==> src/design/tbe_pkg.sv <==
// ----------------------------------------------------------------------------
// tbe_pkg
// Shared types and constants of the triangular band energy block.
// ----------------------------------------------------------------------------
`timescale 1ns / 1ps
`default_nettype none

package tbe_pkg;

	localparam int ADDR_W = 5;

	localparam logic [2:0] REG_LOW    = 3'd0;
	localparam logic [2:0] REG_CENTER = 3'd1;
	localparam logic [2:0] REG_HIGH   = 3'd2;
	localparam logic [2:0] REG_RISE   = 3'd3;
	localparam logic [2:0] REG_FALL   = 3'd4;
	localparam logic [2:0] REG_LEN    = 3'd5;
	localparam logic [2:0] REG_MODE   = 3'd6;

	localparam logic [2:0] MODE_LIN = 3'd0;
	localparam logic [2:0] MODE_POW = 3'd1;
	localparam logic [2:0] MODE_DB  = 3'd2;
	localparam logic [2:0] MODE_RMS = 3'd3;
	localparam logic [2:0] MODE_STD = 3'd4;

	localparam logic [16:0] W_ONE    = 17'h10000;
	localparam logic [19:0] DIV_LIN  = 20'd15360;
	localparam logic [19:0] DIV_POW  = 20'd921600;
	localparam logic [19:0] DIV_RMS  = 20'd60;
	localparam logic [63:0] ACC_MAX  = '1;
	localparam logic [47:0] OUT_MAX  = '1;

	typedef struct packed {
		logic        done;
		logic [63:0] quotient;
	} tbe_div_res_t;

endpackage

`default_nettype wire

==> src/design/tbe_rdiv.sv <==
// ----------------------------------------------------------------------------
// tbe_rdiv
// Restoring divider, one quotient bit a cycle, result rounded half up.
// ----------------------------------------------------------------------------
`timescale 1ns / 1ps
`default_nettype none

module tbe_rdiv
	import tbe_pkg::*;
(
	input  wire logic         clk,
	input  wire logic         arst_n,
	input  wire logic         start,
	input  wire logic [63:0]  dividend,
	input  wire logic [19:0]  divisor,
	output tbe_div_res_t      res
);

	logic        run_q;
	logic        fin_q;
	logic [6:0]  cnt_q;
	logic [63:0] dvd_q;
	logic [63:0] quo_q;
	logic [19:0] rem_q;
	logic [19:0] dsr_q;
	logic        done_q;
	logic [63:0] res_q;

	logic [20:0] trial;
	logic        fits;
	logic        round_up;

	assign trial    = {rem_q, dvd_q[63]};
	assign fits     = trial >= {1'b0, dsr_q};
	assign round_up = {rem_q, 1'b0} >= {1'b0, dsr_q};

	always_ff @(posedge clk or negedge arst_n) begin
		if (!arst_n) begin
			run_q  <= 1'b0;
			fin_q  <= 1'b0;
			done_q <= 1'b0;
			cnt_q  <= '0;
			dvd_q  <= '0;
			quo_q  <= '0;
			rem_q  <= '0;
			dsr_q  <= '0;
			res_q  <= '0;
		end else begin
			done_q <= 1'b0;
			if (start) begin
				run_q <= 1'b1;
				cnt_q <= '0;
				dvd_q <= dividend;
				dsr_q <= divisor;
				rem_q <= '0;
				quo_q <= '0;
			end else if (run_q) begin
				dvd_q <= {dvd_q[62:0], 1'b0};
				quo_q <= {quo_q[62:0], fits};
				rem_q <= fits ? 20'(trial - {1'b0, dsr_q}) : trial[19:0];
				cnt_q <= cnt_q + 7'd1;
				if (cnt_q == 7'd63) begin
					run_q <= 1'b0;
					fin_q <= 1'b1;
				end
			end else if (fin_q) begin
				fin_q  <= 1'b0;
				done_q <= 1'b1;
				res_q  <= quo_q + 64'(round_up);
			end
		end
	end

	assign res.done     = done_q;
	assign res.quotient = res_q;

endmodule

`default_nettype wire

==> config.mk <==
export PLATFORM = sky130hd
export DESIGN_NAME = tbe_rdiv
export DESIGN_NICKNAME = d
export VERILOG_FILES = /design/src/design/tbe_pkg.sv /design/src/design/tbe_rdiv.sv
export SDC_FILE = /design/constraint.sdc
export NUM_CORES = 1
export LEC_CHECK = 0
export BUFFER_PORTS_ARGS = -buffer_cell sky130_fd_sc_hd__buf_2
export CORE_ASPECT_RATIO = 2
export CORE_MARGIN = 8
export CORE_UTILIZATION = 35
export CTS_CLUSTER_DIAMETER = 30
export DETAILED_ROUTE_END_ITERATION = 10
export GPL_TIMING_DRIVEN = 0
export PLACE_DENSITY_LB_ADDON = 0.25
export SYNTH_ARGS = -nofsm -noshare
export SYNTH_HDL_FRONTEND = slang
export SYNTH_SLANG_ARGS = --single-unit
==> constraint.sdc <==
create_clock -name clk -period 7.1 [get_ports clk]
set_input_delay 1.42 -clock clk [delete_from_list [all_inputs] [get_ports clk]]
set_output_delay 1.42 -clock clk [all_outputs]
set_load 0.01 [all_outputs]
---- Yosys cells after proc, flatten, opt, wreduce, memory -nomap -nowiden ----
Cells that the tools add are included.
storage, ports and cells
  bits in registers ....................... 242
  logic and storage cells ................. 38
  input port bits ......................... 87
  output and inout bits ................... 65
cells by class
  $lt $le $gt $ge ......................... 2
  reductions and logical operators ........ 3
  bitwise gates (word level) .............. 2
  muxes and demuxes ....................... 17
  equal/unequal tests ..................... 2
  $add $sub $neg .......................... 3
operators with widths
  kind                 count
  $mux 64              4
  $add 64x1->64        1
  $mux 20              3
  $ge 21x20->1         2
  $sub 20x20->20       1
  $mux 7               2
  $mux 1               8
  $add 7x1->7 const B  1
  $eq 7x6->1 const B   1
  $reduce_and 3->1     1
  $ne 2x1->1 const B   1
  $not 1->1            2
  $reduce_and 2->1     1
  $reduce_bool 2->1    1

---- Logic depth before layout (Yosys ltp) ----
  word-level depth ........................ 4
  mapped depth ............................ 17
  mapped depth without buffers ............ 16

---- Worst setup path before layout ----
No wires, ideal clock.
  path kind ............................... register to register
  start ................................... register rem_q[14]
  end ..................................... register res_q[54]
  period minus slack after synthesis ...... 3.383 ns
  stages on the path, launching flop included .. 17
  buffers on the path ..................... 1
  arrival time ............................ 3.305 ns
  data required time ...................... 7.023 ns
  slack ................................... 3.717 ns
  library setup time ...................... 0.077 ns
  cells stage by stage .................... dfrtp_1 > ha_1 > buf_2 > nand2_1 > o21a_1 > a31oi_1 > nand2_1 > o41ai_1 > ha_1 > ha_1 > and3_1 > nand4_4 > nor4b_4 > and2_4 > nand4_1 > xor2_1 > a21oi_1
on the way
  word-level cells in the longest chain between the ends .. 2
RTL lines
  element                   RTL line        text
  start: declaration        tbe_rdiv.sv:24  logic [19:0] rem_q;
  start signal: assignment  tbe_rdiv.sv:60  rem_q <= fits ? 20'(trial - {1'b0, dsr_q}) : trial[19:0];
  $ge 21x20->1              tbe_rdiv.sv:35  assign round_up = {rem_q, 1'b0} >= {1'b0, dsr_q};
  $add 64x1->64             tbe_rdiv.sv:69  res_q <= quo_q + 64'(round_up);
  end signal: assignment    tbe_rdiv.sv:69
  end: declaration          tbe_rdiv.sv:27  logic [63:0] res_q;
Every way passes these cells.
A chain may end at the register's enable or synchronous reset.

---- Final worst setup path ----
  start ................................... register rem_q[12]
  end ..................................... register res_q[56]
The elaborated chain is that of the path after synthesis.

==> flow_metrics.tcl <==
set metrics [dict create \
    fin_skew_ns 0.0301 \
    powerDensity_nw_per_um2 249 \
    grt_pass1_vias 10400 \
    worst_ir_drop_vdd_mv 0.184 \
    worstSetupPathType "reg2reg" \
    fin_crit_sh 0.631 \
    area_growth_pct 22.6 \
    grt_use_total 0.154 \
    grt-ovfl-total 0 \
    cp-start-kind "flip-flop" \
    dp.cells 1864 \
    synth_cells 1267 \
    min_period_ns 4.48 \
    synth_fa_ha_area_frac 0.0252 \
    yosysWarnings 0 \
    hold_viol 0 \
    synth_top_family_by_area "simple AND/OR/NAND/NOR gates" \
    synth_common_cells "dfrtp_1, nor2_1, nand2_1, mux2i_1, o21ai_0" \
    layout.cells.non_filler 1936 \
    hold_class "reg2reg" \
    drv_slew 0 \
    clock_path_buffers 3 \
    num_rows 97 \
    numCtsBuffers 39 \
    dp_hpwl_mm 22.7 \
    nNetsFinal 1571 \
    drt_iter0_drc 474 \
    die-area_um2 41500 \
    clock_sinks 242 \
    async_flop_share 1.00 \
    antenna_found_initial 3 \
    nFillCells 3488 \
    finalWirelength_mm 31.5 \
    clk_latency_ns 0.53 \
    io_buffers 150 \
    postCtsSetupRepairBufs 0 \
    gp_congestion 0.869 \
    run_status "finished, final reports clean" \
    maxCapViolCount 0 \
    cts-hold-fix-buffers 0 \
    via_count 9711 \
    tightest_slew_ns 0.813 \
    ctsResizeCount 0 \
    initial_core_util 0.352 \
    ioPinCount 152 \
    rsz0062_at_grt "no" \
    syn-mean-instance-area_um2 9.65 \
    synth-simple-area-share 0.170 \
    drive_above_1_share 0.170 \
    grt_max_degree 115 \
    synthesis.nets 1378 \
    fmax_ghz 0.223 \
    clkTransAtPathRegs_ns 0.06 \
    netlist_area_um2 12200 \
    synth_cell_types 67 \
    synth_compound_gate_area_share 0.116 \
    timing.slew.headroom 0.458 \
    core_area_um2 34700 \
    fin_util 0.432 \
    seq_area_frac_synth 0.495 \
    p_leak_nw 7.76 \
    wire_per_inst_um 16.3 \
    ys_top_cells_by_area "dfrtp_1, mux2i_1, nor2_1" \
    vias_per_cell 5.02 \
    report.final.setup_viol 0 \
    synth_edf_count 0 \
    multi_input_area_um2 5770 \
    tns_ns 0 \
    synth_area_leader_cell "dfrtp_1" \
    antenna_cells 0 \
    yosysMostFrequentCell "dfrtp_1" \
    clock-root-buffer "clkbuf_16" \
    synth_top_cell_area_share 0.495 \
    grt_pass1_wl_mm 52.8 \
    fin_total_pwr_w 0.00374 \
    cp.arrival_ns 4.93 \
    register_area_um2 6060 \
    ant_nets 0 \
    post-route-drc-count 0 \
    muxShareOfSynthArea 0.108 \
    cp-end-kind "flip-flop" \
    drt-pass1-iter-count 5 \
    die_y_um 280 \
    synth-xor-area-share 0.0530 \
    ys_ff_latch 242 \
    critPathRequiredTime_ns 7.55 \
    die_w_um 148 \
    cts_tree "built" \
    worstPathMaxFanout 9 \
    ys_dominant_reg_cell "dfrtp_1" \
    htree_levels 2 \
]
-- state kept, by name, indices dropped and copies added, names as in the netlist, 7 cells and up --
signal  cells
rem_q      20
quo_q      64
cnt_q       7
dsr_q      20
dvd_q      64
res_q      64
-- where the power goes --
part,internal [W],switching (W)
clock,0.00125,0.000737
combinational,0.000106,0.000162
sequential,0.00145,0.0000332
-- critical path: stages (launching register included) --
cell	delay, ns
dfrtp_1	0.39
ha_1	0.28
clkbuf_1	0.29
nand4_1	0.20
o41ai_1	0.73
ha_1	0.34
ha_1	0.26
and3_1	0.28
nand4_4	0.19
nor4b_4	0.65
and3_1	0.37
nand2_1	0.10
xor2_1	0.16
a21oi_1	0.16
-- cells by family after synthesis --
group           after synthesis
compound gates              241
simple gates                452
mux                         131
buf+inv                     103
fa+ha+maj                    24
flops                       242
xor+xnor                     74
-- final cells by class --
type,instances,area share
flip-flops and latches,242,0.404
inverters,27,0.00676
repair buffers,152,0.0544
clock buffers,43,0.0682
multi-input cells,922,0.385
clock inverters,29,0.0247
well taps,445,0.0371
plain buffers,76,0.0202
-- routing by layer --
layer / GRT usage / part of all wire / wire length [um] / up-vias
met5: 0 / 0.0012 / 39 / -
met1: 0.188 / 0.43 / 13600 / 4663
li1: - / - / - / 4763
met3: 0.0357 / 0.054 / 1700 / 58
met4: 0.0539 / 0.026 / 807 / 6
met2: 0.260 / 0.49 / 15300 / 221
-- worst paths after layout --
path	startpoint	to	slack [ns]	cells past startpoint
max	rem_q[12]	res_q[56]	2.62	13
min	fin_q	fin_q	0.50	1
max reg2reg	rem_q[12]	res_q[56]	2.62	13
min reg2reg	fin_q	fin_q	0.50	1
max in group asynchronous	arst_n	res_q[18]	5.51	2
min in group asynchronous	arst_n	dvd_q[12]	0.74	1
-- placed cells by master, fill, tap and decap left out, drive strengths merged, types with 3 or more instances in the layout --
master      n
nor3       12
bufinv      5
mux2        4
and4        7
clkinvlp    5
a311oi     15
and2        5
ha         23
inv        35
nand4      17
o21a        4
buf       170
a21oi      81
xor2       43
a21o        8
o21ai      98
nand2     149
dfrtp     242
clkbuf    101
nor2b      10
a211oi      8
nor2      174
xnor2      31
and3       20
a31oi       3
nand3      29
nand2b      9
clkinv     11
o32ai       3
mux2i     127
a2111oi     3
or3         7
-- per-stage QoR --
stage	setup WS [ns]	hold slack, ns	instance area [um^2]
2_1_floorplan	3.72	0.465	12200
3_3_place_gp	0.302	0.475	13500
3_5_place_dp	2.54	0.490	13600
4_1_cts	2.52	0.502	15000
5_1_grt	2.25	0.517	15000
6_report	2.62	0.496	15000
Note: power is estimated with default switching activity, not from simulation.
